### src/nsqrt_pkg.sv
// Shared constants for the Newton square root block.
package nsqrt_pkg;

    // Width and reset value of the iteration limit register.
    localparam int LIMIT_WIDTH = 7;
    localparam logic [LIMIT_WIDTH-1:0] LIMIT_RESET = 7'd40;

endpackage

### src/newton_square_root.sv
// Top level of the Newton square root block: sequencer, estimate and result word.
//
//  Channel  | Handshake                | Data
//  ---------+--------------------------+------------------------------
//  config   | i_cfg_valid/o_cfg_ready  | i_cfg_data (iteration limit)
//  input    | i_in_valid/o_in_ready    | i_radicand
//  output   | o_out_valid/i_out_ready  | o_root, o_limit_hit
//
// A zero radicand skips the Newton steps and goes straight to the final state.
// Otherwise each Newton step runs the shared bit-serial divider once,
// over DATA_WIDTH + FRACTION_BITS bits.
// Reset is synchronous and sets the iteration limit to 40.
// A new word is taken while a finished result waits; the next result waits
// in its final state until the output register is free.
module newton_square_root #(
    parameter int DATA_WIDTH    = 32,
    parameter int FRACTION_BITS = 16
) (
    input  logic                                        i_clk,
    input  logic                                        i_rst_n,
    input  logic                                        i_cfg_valid,
    output logic                                        o_cfg_ready,
    input  logic [nsqrt_pkg::LIMIT_WIDTH-1:0]           i_cfg_data,
    input  logic                                        i_in_valid,
    output logic                                        o_in_ready,
    input  logic [DATA_WIDTH-1:0]                       i_radicand,
    output logic                                        o_out_valid,
    input  logic                                        i_out_ready,
    output logic [(DATA_WIDTH+FRACTION_BITS+1)/2-1:0]   o_root,
    output logic                                        o_limit_hit
);
    import nsqrt_pkg::*;

    localparam int NW = DATA_WIDTH + FRACTION_BITS;
    localparam int RW = (NW + 1) / 2;

    typedef enum logic [4:0] {
        S_IDLE   = 5'b00001,
        S_CHECK  = 5'b00010,
        S_DIV    = 5'b00100,
        S_UPDATE = 5'b01000,
        S_FINISH = 5'b10000
    } t_state;

    t_state                 r_state, n_state;
    logic [LIMIT_WIDTH-1:0] r_limit;
    logic [LIMIT_WIDTH-1:0] r_steps, n_steps;
    logic [NW-1:0]          r_n, n_n;
    logic [NW-1:0]          r_x, n_x;
    logic                   r_hit, n_hit;
    logic                   r_out_valid, n_out_valid;
    logic [RW-1:0]          r_root, n_root;
    logic                   r_out_hit, n_out_hit;
    logic                   div_start;
    logic                   div_done;
    logic [NW-1:0]          div_quo;
    logic [NW:0]            sum;
    logic [NW-1:0]          x_next;
    logic [RW-1:0]          root_sat;

    nsqrt_div #(
        .WIDTH(NW)
    ) u_div (
        .i_clk      (i_clk),
        .i_rst_n    (i_rst_n),
        .i_start    (div_start),
        .i_dividend (r_n),
        .i_divisor  (r_x),
        .o_done     (div_done),
        .o_quotient (div_quo)
    );

    // Newton update and saturation of the estimate to the root field.
    always_comb begin
        sum      = {1'b0, r_x} + {1'b0, div_quo};
        x_next   = sum[NW:1];
        root_sat = (r_x[NW-1:RW] != '0) ? {RW{1'b1}} : r_x[RW-1:0];
    end

    // Sequencer.
    always_comb begin
        n_state     = r_state;
        n_steps     = r_steps;
        n_n         = r_n;
        n_x         = r_x;
        n_hit       = r_hit;
        n_out_valid = r_out_valid && !i_out_ready;
        n_root      = r_root;
        n_out_hit   = r_out_hit;
        div_start   = 1'b0;
        unique case (r_state)
            S_IDLE: begin
                if (i_in_valid) begin
                    n_steps = '0;
                    n_hit   = 1'b0;
                    n_n     = NW'(i_radicand) << FRACTION_BITS;
                    if (i_radicand == '0) begin
                        n_x     = '0;
                        n_state = S_FINISH;
                    end else begin
                        n_x     = (i_radicand[DATA_WIDTH-1:1] == '0) ? NW'(1)
                                                                    : NW'(i_radicand >> 1);
                        n_state = S_CHECK;
                    end
                end
            end
            S_CHECK: begin
                if (r_steps >= r_limit) begin
                    n_hit   = 1'b1;
                    n_state = S_FINISH;
                end else begin
                    div_start = 1'b1;
                    n_state   = S_DIV;
                end
            end
            S_DIV: begin
                if (div_done) begin
                    n_state = S_UPDATE;
                end
            end
            S_UPDATE: begin
                n_steps = r_steps + 1'b1;
                if (r_steps != '0 && x_next >= r_x) begin
                    n_state = S_FINISH;
                end else begin
                    n_x     = (x_next == '0) ? NW'(1) : x_next;
                    n_state = S_CHECK;
                end
            end
            S_FINISH: begin
                if (!r_out_valid || i_out_ready) begin
                    n_out_valid = 1'b1;
                    n_root      = root_sat;
                    n_out_hit   = r_hit;
                    n_state     = S_IDLE;
                end
            end
            default: begin
                n_state = S_IDLE;
            end
        endcase
    end

    // Control registers.
    always_ff @(posedge i_clk) begin
        if (!i_rst_n) begin
            r_state     <= S_IDLE;
            r_limit     <= LIMIT_RESET;
            r_out_valid <= 1'b0;
        end else begin
            r_state     <= n_state;
            r_out_valid <= n_out_valid;
            if (i_cfg_valid) begin
                r_limit <= i_cfg_data;
            end
        end
    end

    // Data registers.
    always_ff @(posedge i_clk) begin
        r_steps   <= n_steps;
        r_n       <= n_n;
        r_x       <= n_x;
        r_hit     <= n_hit;
        r_root    <= n_root;
        r_out_hit <= n_out_hit;
    end

    assign o_cfg_ready = 1'b1;
    assign o_in_ready  = (r_state == S_IDLE);
    assign o_out_valid = r_out_valid;
    assign o_root      = r_root;
    assign o_limit_hit = r_out_hit;

endmodule

### src/nsqrt_div.sv
// Shared restoring divider, one quotient bit per cycle.
module nsqrt_div #(
    parameter int WIDTH = 48
) (
    input  logic             i_clk,
    input  logic             i_rst_n,
    input  logic             i_start,
    input  logic [WIDTH-1:0] i_dividend,
    input  logic [WIDTH-1:0] i_divisor,
    output logic             o_done,
    output logic [WIDTH-1:0] o_quotient
);
    import nsqrt_pkg::*;

    localparam int CNT_WIDTH = $clog2(WIDTH + 1);

    logic [WIDTH-1:0]     r_rem;
    logic [WIDTH-1:0]     r_quo;
    logic [WIDTH-1:0]     r_dsr;
    logic [CNT_WIDTH-1:0] r_cnt;
    logic                 r_done;
    logic [WIDTH:0]       rem_shift;
    logic [WIDTH:0]       rem_diff;
    logic                 fits;

    // One restoring step: shift in the next dividend bit and try to subtract.
    always_comb begin
        rem_shift = {r_rem, r_quo[WIDTH-1]};
        rem_diff  = rem_shift - {1'b0, r_dsr};
        fits      = (rem_shift >= {1'b0, r_dsr});
    end

    // Step counter and done pulse.
    always_ff @(posedge i_clk) begin
        if (!i_rst_n) begin
            r_cnt  <= '0;
            r_done <= 1'b0;
        end else begin
            r_done <= 1'b0;
            if (i_start) begin
                r_cnt <= CNT_WIDTH'(WIDTH);
            end else if (r_cnt != '0) begin
                r_cnt <= r_cnt - 1'b1;
                if (r_cnt == CNT_WIDTH'(1)) begin
                    r_done <= 1'b1;
                end
            end
        end
    end

    // Remainder and quotient shift registers.
    always_ff @(posedge i_clk) begin
        if (i_start) begin
            r_rem <= '0;
            r_quo <= i_dividend;
            r_dsr <= i_divisor;
        end else if (r_cnt != '0) begin
            r_rem <= fits ? rem_diff[WIDTH-1:0] : rem_shift[WIDTH-1:0];
            r_quo <= {r_quo[WIDTH-2:0], fits};
        end
    end

    assign o_done     = r_done;
    assign o_quotient = r_quo;

endmodule

### config.mk
export PLATFORM = sky130hd
export DESIGN_NAME = newton_square_root
export DESIGN_NICKNAME = d
export VERILOG_FILES = /design/src/nsqrt_pkg.sv /design/src/newton_square_root.sv /design/src/nsqrt_div.sv
export SDC_FILE = /design/constraint.sdc
export NUM_CORES = 1
export LEC_CHECK = 0
export ABC_AREA = 1
export BUFFER_PORTS_ARGS = -buffer_cell sky130_fd_sc_hd__clkbuf_2
export CAP_MARGIN = 20
export CORE_UTILIZATION = 44
export CTS_CLUSTER_SIZE = 16
export DETAILED_ROUTE_END_ITERATION = 8
export SLEW_MARGIN = 20
export SYNTH_ARGS = -nofsm -noshare
export SYNTH_HDL_FRONTEND = slang
export SYNTH_HIERARCHICAL = 1
export SYNTH_SLANG_ARGS = --single-unit
### constraint.sdc
create_clock -name i_clk -period 8.4 [get_ports i_clk]
set_input_delay 0 -clock i_clk [delete_from_list [all_inputs] [get_ports i_clk]]
set_output_delay 0 -clock i_clk [all_outputs]
set_load 0.05 [all_outputs]
==> out/qor.yml, run 1 <==
yosys:
  synth_edf_count: 209
  synth_seq_cells: 277
  synth_flop_cell: "edfxtp_1"
  async_reset_ff_share_pct: 0
  syn_area_per_cell_um2: 6.56
  post_synth_num_cell_types: 44
  synth.cell_area_um2: 21800
  yosysSeqAreaShare_pct: 35.0
  ys_warn_count: 6
  synth_cells: 3326
worst_setup_path:
  crit_arrival_ns: 5.08
  r2r_cells: 23
  crit_chain: "inv_1 -> fa_1 -> inv_1 -> nand3_1 -> nand2_2 -> nand2_1 -> nand2_1 -> nand2_1 -> nand3_1 -> nand2_1 -> nand2_1 -> nand2_1 -> nand2_1 -> inv_1 -> ha_1 -> a21oi_1 -> a21boi_0 -> o21ai_0 -> a21oi_1 -> nand4_1 -> nand3_1 -> nand2_1 -> inv_4"
  slowest_stage: "inv_4"
  worstPathMaxFanout: 48
  cp_top_family: "simple AND/OR/NAND/NOR gates"
  r2r-start: "r_x[1]"
  cpMostUsedCell: "nand2_1"
  critPathBufInv: 4
  startpoint_type: "register"
  r2r-end: "r_x[43]"
  critPathRequiredTime_ns: 8.58
  r2r_setup_slack_ns: 3.50
  path_class: "register to register"
  crit_path_end_kind: "register"
  cpPeakStageDelay_ns: 0.55
placed_design:
  io_buffer_count: 70
  place_ws_ns: 3.58
  dp_hpwl_um: 57200
  dp_cells: 4030
  place_congestion: 0.971
pwr:
  power_per_cell_area_nw_per_um2: 438
  peakVddDrop_v: 0.000208
  leakage_uw: 0.0133
layout:
  stdcell_count: 4150
  nets: 3660
  num_antenna_cells: 0
  layout_commonest_cell: "nand2_1"
  drive_above_1_share_pct: 6.00
  layout_common_cells: "nand2_1 (1261), inv_1 (678), nor2_1 (320)"
  area.growth.synth_to_final_pct: 12.7
die:
  die_h_um: 225
  die-area_um2: 50500
  core_um2: 49000
  row_count: 81
  initial_core_util_pct: 44.6
  ios: 72
  die_w_um: 225
clock_network:
  cts_root_buf: "clkbuf_16"
  htreeDepth: 2
  clock_sinks: 277
  cts_resized: 0
  numCtsBuffers: 34
  cts_tree: "yes"
  clock_latency_ns: 0.56
  cts_hold_buf: 56
  post_cts_buffers: 0
  clk_pin_slew_worst_paths_ns: 0.07
  cts.path.max_buffers: 3
timing:
  finalSetupViolCount: 0
  slew_violations: 0
  tightest_slew_ns: 0.958
  tns_ns: 0
  clock_skew_ns: 0.0226
  slew_headroom_pct: 36.1
  finalHoldViolCount: 0
  final.setup.worst_slack_ns: 3.50
  min_period_ns: 4.90
  fmax_mhz: 204
  fin_crit_sh_pct: 58.4
  rsz0062_at_grt: "no"
global_routing:
  grt_pass1_wl_um: 111000
  grt.overflow.total: 0
  grt.total_usage_pct: 29.0
  antenna_found_initial: 0
  first_global_vias: 20038
  grt_max_degree: 98
drt:
  dr.first_iter.drc_count: 1522
  first_pass_iters: 6
  vias: 20836
  drt_wl_total_um: 71900
  drcViolationCount: 0
  post_drt_wl_per_cell_um: 17.3
  viasPerCell: 5.02
  final_antenna_net_count: 0
hold_path:
  hold_end: "r_n[16]"
  hp-start: "i_radicand[0]"
  min_path_cells: 2
  hold_class: "input pin to register"
status:
  status: "finished, final reports clean"
job:
  max-cap-violations: 0
metal layers:
metal  part of all wire, %  wire length [um]  track usage (%)
met5                     0                 0                0
met4                   4.3              3120             12.2
met3                   6.2              4470             4.06
met2                    45             32300             47.6
met1                    45             32000             38.1
synthesized netlist by cell type, drive strengths merged (13+ instances only):
library cell	count	area, um2
nand4	92	576
clkbuf	28	105
xnor2	13	114
nand3	119	616
buf	28	245
a21oi	109	549
inv	696	2610
nor3	23	130
xor2	25	219
nor4	13	81.3
nand2	1278	4840
nor2	343	1370
o21ai	68	340
edfxtp	209	6280
ha	154	1930
dfxtp	68	1360
nand3b	24	180
registers in the layout (all words and copies together), names as in the netlist:
signal,flops
u_div/o_quotient,48
o_root,24
u_div/o_done,1
u_div/r_cnt,6
u_div/r_dsr,48
o_limit_hit,1
r_steps,7
r_state,5
r_hit,1
r_x,48
u_div/r_rem,48
r_limit,7
o_out_valid,1
r_n,32
how the worst max path moves through the flow:
stage,depth (start not counted),to,startpoint
2_1_floorplan,10,u_div/o_quotient[0],r_steps[2]
3_3_place_gp,24,r_x[42],r_x[1]
3_5_place_dp,24,r_x[42],r_x[1]
4_1_cts,24,r_x[43],r_x[1]
5_1_grt,23,r_x[42],r_x[2]
6_report,23,r_x[43],r_x[1]
worst reg2reg max path, stage by stage (launching register included):
cell	delay, ns
edfxtp_1	0.40
inv_1	0.11
fa_1	0.48
inv_1	0.22
nand3_1	0.12
nand2_2	0.17
nand2_1	0.07
nand2_1	0.22
nand2_1	0.12
nand3_1	0.18
nand2_1	0.10
nand2_1	0.07
nand2_1	0.04
nand2_1	0.09
inv_1	0.05
ha_1	0.28
a21oi_1	0.12
a21boi_0	0.20
o21ai_0	0.11
a21oi_1	0.36
nand4_1	0.18
nand3_1	0.12
nand2_1	0.10
inv_4	0.55
area by class of cell:
| class | instances | area, um2 |
|---|---|---|
| clock buffers | 44 | 941 |
| clock inverters | 18 | 216 |
| fillers | 4964 | 24400 |
| inverters | 698 | 2620 |
| multi-input cells | 2310 | 11300 |
| flip-flops and latches | 277 | 7640 |
| well taps | 664 | 831 |
| repair buffers | 139 | 1020 |
power breakdown:
group | switching [uW] | leakage, uW | internal (uW)
clock network | 629 | 0.000570 | 922
logic | 4660 | 0.0101 | 2160
registers | 343 | 0.00263 | 2060
metrics by stage:
stage / area [um2] / utilization (%) / hold slack [ns] / total power [uW]
floorplan: 21900 / - / 0.0697 / 7180
global placement: 22800 / 46.6 / 0.200 / 8980
detailed placement: 22800 / 46.6 / 0.204 / 9100
CTS: 24500 / 50.1 / 0.0210 / 10700
global route: 24600 / 50.2 / 0.193 / 11800
finish: 24600 / 50.2 / 0.176 / 10800
cells by family (layout without fill, tap and decap cells):
group	Yosys count	in the layout	share of synthesized area, %
other	2	17	0.0344
AO/OA/AOI/OAI	198	198	4.82
buffers and inverters	754	899	13.6
AND/OR/NAND/NOR	1901	1901	36.0
flip-flops	277	277	35.0
adder cells (fa/ha/maj)	156	156	9.02
XOR/XNOR	38	38	1.53
(Power assumes the default switching activity.)
==> run 2, diff against run 1 <==
--- a/config.mk
+++ b/config.mk
@@ -5,7 +5,7 @@
 export SDC_FILE = /design/constraint.sdc
 export NUM_CORES = 1
 export LEC_CHECK = 0
-export ABC_AREA = 1
+export ABC_AREA = 0
 export BUFFER_PORTS_ARGS = -buffer_cell sky130_fd_sc_hd__clkbuf_2
 export CAP_MARGIN = 20
 export CORE_UTILIZATION = 44
==> constraint.sdc (replaced) <==
create_clock -name i_clk -period 4.4 [get_ports i_clk]
set_input_delay 0 -clock i_clk [delete_from_list [all_inputs] [get_ports i_clk]]
set_output_delay 0 -clock i_clk [all_outputs]
set_load 0.05 [all_outputs]
==> out/qor.yml, run 2 <==
layout:
  area.growth.synth_to_final_pct: 32.2
  nets: 2566  # -30%
  layout_commonest_cell: "buf_4"
  regArea_um2: 7640  # unchanged
  multi_input_area_um2: 10400  # -8.3%
  stdcell_count: 2924  # -30%
  drive_above_1_share_pct: 27.7  # +22 points
  nFillCells: 3500  # -29%
  layout_common_cells: "buf_4 (342), edfxtp_1 (209), nand2_1 (175)"
placed_design:
  dp_cells: 2761  # -31%
  place_congestion: 0.966  # -0.57%
  io_buffer_count: 70  # unchanged
  dp_hpwl_um: 43200  # -24%
timing:
  slew_violations: 0  # unchanged
  final.setup.worst_slack_ns: -0.563  # -4.06 ns
  fin_crit_sh_pct: 113  # +54 points
  rsz0062_at_grt: "yes"
  finalHoldViolCount: 0  # unchanged
  fmax_mhz: 201  # -1.2%
  clock_skew_ns: 0.0348  # +0.0122 ns
  min_period_ns: 4.96  # +0.0602 ns
  tightest_slew_ns: 0.968  # +0.00967 ns
  slew_headroom_pct: 35.1  # -1.0 points
  finalSetupViolCount: 50  # +50
  tns_ns: -26.93  # -26.93 ns
drt:
  dr.first_iter.drc_count: 1124  # -26%
  first_pass_iters: 5  # -1
  vias: 15944  # -23%
  drcViolationCount: 0  # unchanged
  post_drt_wl_per_cell_um: 19.4  # +12%
  drt_wl_total_um: 56600  # -21%
  final_antenna_net_count: 0  # unchanged
  viasPerCell: 5.45  # +8.6%
die:
  core_um2: 40800  # -17%
  row_count: 74  # -8.6%
  initial_core_util_pct: 44.6  # +0.084 points
  die_w_um: 206  # -8.5%
  die-area_um2: 42200  # -16%
  ios: 72  # unchanged
  die_h_um: 206  # -8.5%
global_routing:
  use_met2_pct: 43.4  # -4.1 points
  first_global_vias: 15631  # -22%
  grt_max_degree: 55  # -44%
  grt_pass1_wl_um: 87300  # -21%
  antenna_found_initial: 0  # unchanged
  grt.overflow.total: 0  # unchanged
  grt.total_usage_pct: 27.1  # -1.9 points
  grt_use_met1_pct: 37.8  # -0.30 points
  use_met3_pct: 3.12  # -0.94 points
  top_usage_layer: "met2"
worst_setup_path:
  cpMostUsedCell: "a31oi_4"
  crit_start: "r_x[1]"
  r2r_cells: 24  # +4.3%
  startpoint_type: "register"
  critPathRequiredTime_ns: 4.66  # -3.92 ns
  crit_path_end_kind: "register"
  r2r-end: "r_x[5]"
  cpPeakStageDelay_ns: 0.42  # -0.13 ns
  r2r_setup_slack_ns: -0.56  # -4.06 ns
  path_class: "register to register"
  crit_arrival_ns: 5.22  # +0.14 ns
  worstPathMaxFanout: 12  # -75%
  crit_chain: "inv_2 -> fa_2 -> nor2b_4 -> o311ai_4 -> a31oi_4 -> a21bo_4 -> a31oi_4 -> o21ai_2 -> inv_1 -> or3_4 -> a21oi_4 -> ha_1 -> nand4_1 -> nor2_2 -> nand3_1 -> nor3_2 -> and4_4 -> a221oi_2 -> o221a_2 -> o22ai_1 -> a31oi_1 -> nand2_2 -> nand2_8 -> buf_12"
  r2r-start: "r_x[1]"
  slowest_stage: "fa_2"
job:
  max-cap-violations: 0  # unchanged
hold_path:
  hold_class: "input pin to register"
  hp-start: "i_radicand[0]"
  hold_end: "r_n[16]"
  min_path_cells: 2  # unchanged
yosys:
  synth_flop_cell: "edfxtp_1"
  synth.cell_area_um2: 18200  # -16%
  yosysSeqAreaShare_pct: 41.9  # +6.9 points
  synth_area_leaders: "edfxtp_1 (34%), ha_1 (11%), dfxtp_1 (7.5%)"
  synth_seq_cells: 277  # unchanged
  synth_cells: 1920  # -42%
  synth_common_cells: "edfxtp_1 (209), nand2_1 (180), nor2_1 (166)"
  synth.top_cell.area_share_pct: 34.4  # +5.7 points
  syn_area_per_cell_um2: 9.49  # +45%
  ys_warn_count: 6  # unchanged
  synth_top_cell_by_area: "edfxtp_1"
  synth_most_common_cell: "edfxtp_1"
  post_synth_num_cell_types: 92  # +110%
  async_reset_ff_share_pct: 0  # unchanged
  synth_edf_count: 209  # unchanged
clock_network:
  cts_root_buf: "clkbuf_16"
  cts.path.max_buffers: 3  # unchanged
  htreeDepth: 2  # unchanged
  numCtsBuffers: 34  # unchanged
  cts_tree: "yes"
  clk_pin_slew_worst_paths_ns: 0.06  # about the same
  clock_latency_ns: 0.55  # about the same
  clock_sinks: 277  # unchanged
pwr:
  leakage_uw: 0.0105  # -21%
  finalPower_uw: 21600  # +100%
  power_per_cell_area_nw_per_um2: 898  # +100%
  peakVddDrop_v: 0.000454  # +120%
status:
  failed_checks: "setup timing"
  status: "finished, violations left"
## run 2: changes by cell type after synthesis, moves of 19 or more
cell      previous run  this run
nand2b_1             0        21
a211oi_1             0        48
nand4_1             92        50
clkbuf_1            28        61
mux2_2               0        52
nand2_1           1263       180
a21o_1               2        69
xnor2_1             13        50
inv_1              680       158
nor2_1             322       166
nand3_1            115        37
nor3_1              20        54
o21ai_1              0        20
mux2i_1              0        19
## run 2: what timing repair did
item,4_1_cts,5_1_grt
gates cloned,0,1
buffers inserted,29,23
hold buffers,58,0
gates resized for setup,47,55
setup endpoints to repair,50,52
pin swaps,20,31
endpoints found under the hold margin,77,0
## run 2: critical path, delay by kind of cell (launching register included)
kind	cells	cell delay, ns
flip-flops	1	0.38
buffers and inverters	3	0.29
adder cells (fa/ha/maj)	2	0.68
AND/OR/NAND/NOR	9	1.39
AO/OA/AOI/OAI	10	1.89
## run 2: how the worst max path moves through the flow
stage and end:
4_1_cts r_x[11], 2_1_floorplan r_x[0], 3_3_place_gp r_x[10], 3_5_place_dp r_x[30], 5_1_grt r_x[19], 6_report r_x[5]
## run 2: metal layers
metal	vias up	share of wire, %
li1	7863	-
met1	7576	46
met2	424	46
met3	81	4.6
met4	0	3.0
met5	-	0
## run 2: logic make-up (layout without fill, tap and decap cells)
kind of cell	after synthesis	in the layout	synth area share, %
AO/OA/AOI/OAI	452	452	16.6
multiplexers	71	71	4.26
flip-flops	277	277	41.9
adder cells (fa/ha/maj)	156	156	10.8
other	2	18	0.0412
buffers and inverters	249	705	5.53
XOR/XNOR	93	93	4.47
AND/OR/NAND/NOR	620	620	16.4
## run 2: layout make-up
cell class | instances | area share [%]
clock buffer | 40 | 3.71
sequential | 277 | 31.7
timing repair buffer | 486 | 15.6
multi-input combinational | 1409 | 43.0
tap | 532 | 2.76
antenna | 1 | 0.0104
clock inverter | 21 | 0.711
inverter | 158 | 2.48
## run 2: report_power, final
group	internal [uW]	switching, uW	total, uW
registers	3830	616	4450
logic	6870	7620	14500
clock network	1540	1170	2710
## run 2: per-stage QoR
stage	setup slack, ns	utilization (%)	instance area [um2]	hold WS (ns)
CTS	-0.425	57.9	23600	0.173
global placement	-0.756	52.7	21500	0.209
floorplan	-0.223	-	18400	0.0989
global route	-0.700	59.0	24100	0.214
finish	-0.563	59.0	24100	0.223
detailed placement	-0.807	52.7	21500	0.213
==> run 3, diff against run 2 <==
--- a/config.mk
+++ b/config.mk
@@ -8,7 +8,7 @@
 export ABC_AREA = 0
 export BUFFER_PORTS_ARGS = -buffer_cell sky130_fd_sc_hd__clkbuf_2
 export CAP_MARGIN = 20
-export CORE_UTILIZATION = 44
+export CORE_UTILIZATION = 35
 export CTS_CLUSTER_SIZE = 16
 export DETAILED_ROUTE_END_ITERATION = 8
 export SLEW_MARGIN = 20
==> out/qor.yml, run 3 (synthesis gave the netlist of run 2 again) <==
placed_design:
  dp_hpwl_um: 43600  # +0.94%
  io_buffer_count: 70  # unchanged
  place_congestion: 0.982  # +1.6%
pwr:
  leakage_uw: 0.0105  # +0.27%
  peakVddDrop_v: 0.000444  # -2.2%
  power_per_cell_area_nw_per_um2: 901  # +0.34%
  finalPower_uw: 21900  # +1.1%
drt:
  viasPerCell: 5.18  # -5.0%
  first_pass_iters: 5  # unchanged
  final_antenna_net_count: 0  # unchanged
  drcViolationCount: 0  # unchanged
  dr.first_iter.drc_count: 1162  # +3.4%
  vias: 15918  # -0.16%
  post_drt_wl_per_cell_um: 18.5  # -4.7%
  drt_wl_total_um: 56700  # +0.13%
die:
  ios: 72  # unchanged
  die-area_um2: 53000  # +25%
  die_h_um: 230  # +12%
  core_um2: 51400  # +26%
  initial_core_util_pct: 35.5  # -9.2 points
  row_count: 83  # +12%
  die_w_um: 230  # +12%
global_routing:
  grt_max_degree: 71  # +29%
  grt.overflow.total: 0  # unchanged
  grt_pass1_wl_um: 87800  # +0.55%
  first_global_vias: 15854  # +1.4%
  grt.total_usage_pct: 21.0  # -6.0 points
  antenna_found_initial: 1  # +1
layout:
  layout_common_cells: "buf_4 (354), edfxtp_1 (209), nand2_1 (176)"
  area.growth.synth_to_final_pct: 33.1
  layout_commonest_cell: "buf_4"
  num_antenna_cells: 0  # -1
  nets: 2568  # +0.078%
  drive_above_1_share_pct: 27.8  # +0.072 points
clock_network:
  clock_sinks: 277  # unchanged
  cts.path.max_buffers: 3  # unchanged
  clk_pin_slew_worst_paths_ns: 0.06  # about the same
  clock_latency_ns: 0.58  # +0.03 ns
  htreeDepth: 1  # -1
  numCtsBuffers: 30  # -12%
  cts_root_buf: "clkbuf_16"
  cts_tree: "yes"
timing:
  min_period_ns: 4.93  # -0.0331 ns
  rsz0062_at_grt: "yes"
  slew_headroom_pct: 37.4  # +2.3 points
  finalHoldViolCount: 0  # unchanged
  slew_violations: 0  # unchanged
  final.setup.worst_slack_ns: -0.530  # +0.0331 ns
  fmax_mhz: 203  # +0.67%
  clock_skew_ns: 0.0123  # -0.0225 ns
  finalSetupViolCount: 50  # unchanged
  tightest_slew_ns: 0.932  # -0.0361 ns
  fin_crit_sh_pct: 112  # -0.75 points
  timing.hold.ws_ns: 0.174  # -0.0489 ns
worst_setup_path:
  path_class: "register to register"
  worstPathMaxFanout: 8  # -4
  crit_arrival_ns: 5.22  # about the same
  critPathRequiredTime_ns: 4.69  # +0.03 ns
  crit_path_end_kind: "register"
  startpoint_type: "register"
status:
  failed_checks: "setup timing"
  status: "finished, violations left"
job:
  max-cap-violations: 0  # unchanged
hold_path:
  hold_class: "input pin to register"
run 3: timing repair:
item                       4_1_cts  5_1_grt
buffers inserted                33       11
pin swaps                       22       22
gates cloned                     1        0
setup endpoints to repair       50       50
gates resized for setup         67       35
hold endpoints to repair        82        0
hold buffers                    58        0
run 3: final timing paths:
check | start | endpoint | slack (ns) | depth (start not counted)
hold reg to reg | r_hit | o_limit_hit | 0.45 | 0
setup / recovery | u_div/o_quotient[2] | r_x[12] | -0.53 | 24
setup reg to reg | u_div/o_quotient[2] | r_x[12] | -0.53 | 24
hold / removal | i_radicand[3] | r_n[19] | 0.17 | 2
run 3: routing by layer:
layer | share of wire [%] | global-route usage [%] | wire [um] | vias to the layer above
li1 | - | - | - | 7848
met1 | 46 | 28.3 | 25900 | 7639
met2 | 47 | 35.7 | 26800 | 346
met3 | 4.4 | 2.08 | 2480 | 83
met4 | 2.6 | 6.13 | 1470 | 2
met5 | 0.021 | 0 | 12 | -
run 3: critical path, stage by stage, from the launching register on:
cell	delay [ns]
edfxtp_1	0.43
ha_4	0.29
nor2b_4	0.14
o311ai_4	0.38
a31oi_4	0.15
a21bo_4	0.27
a31oi_4	0.22
o21ai_2	0.09
a31oi_1	0.16
xor2_1	0.25
inv_1	0.12
ha_4	0.23
a21o_1	0.17
a21o_1	0.17
a21o_1	0.15
a21o_1	0.15
a21o_1	0.16
a21oi_2	0.14
o221a_4	0.20
o22ai_4	0.08
a31oi_4	0.23
nand2_4	0.10
nand2_8	0.14
buf_12	0.12
buf_12	0.12
run 3: layout make-up:
| class | instances | area [um2] |
|---|---|---|
| clock inverter | 10 | 134 |
| fill | 4764 | 27100 |
| clock buffer | 46 | 902 |
| inverter | 158 | 598 |
| sequential | 277 | 7640 |
| tap | 680 | 851 |
| timing repair buffer | 492 | 3750 |
| multi-input combinational | 1409 | 10400 |
run 3: power breakdown:
group	internal, uW	switching [uW]
combinational	7060	7710
sequential	3830	623
clock	1580	1060
run 3: per-stage QoR:
step / util, % / setup WS (ns) / cells / instance area, um2 / TNS, ns
after floorplan: - / -0.223 / 1935 / 18400 / -10.68
after global placement: 42.3 / -0.841 / 2919 / 21700 / -40.42
after detailed placement: 42.3 / -0.872 / 2919 / 21700 / -41.73
after CTS: 46.8 / -0.467 / 3064 / 24000 / -21.48
after global routing: 47.2 / -0.667 / 3072 / 24300 / -30.65
final: 47.2 / -0.530 / 3072 / 24300 / -23.98
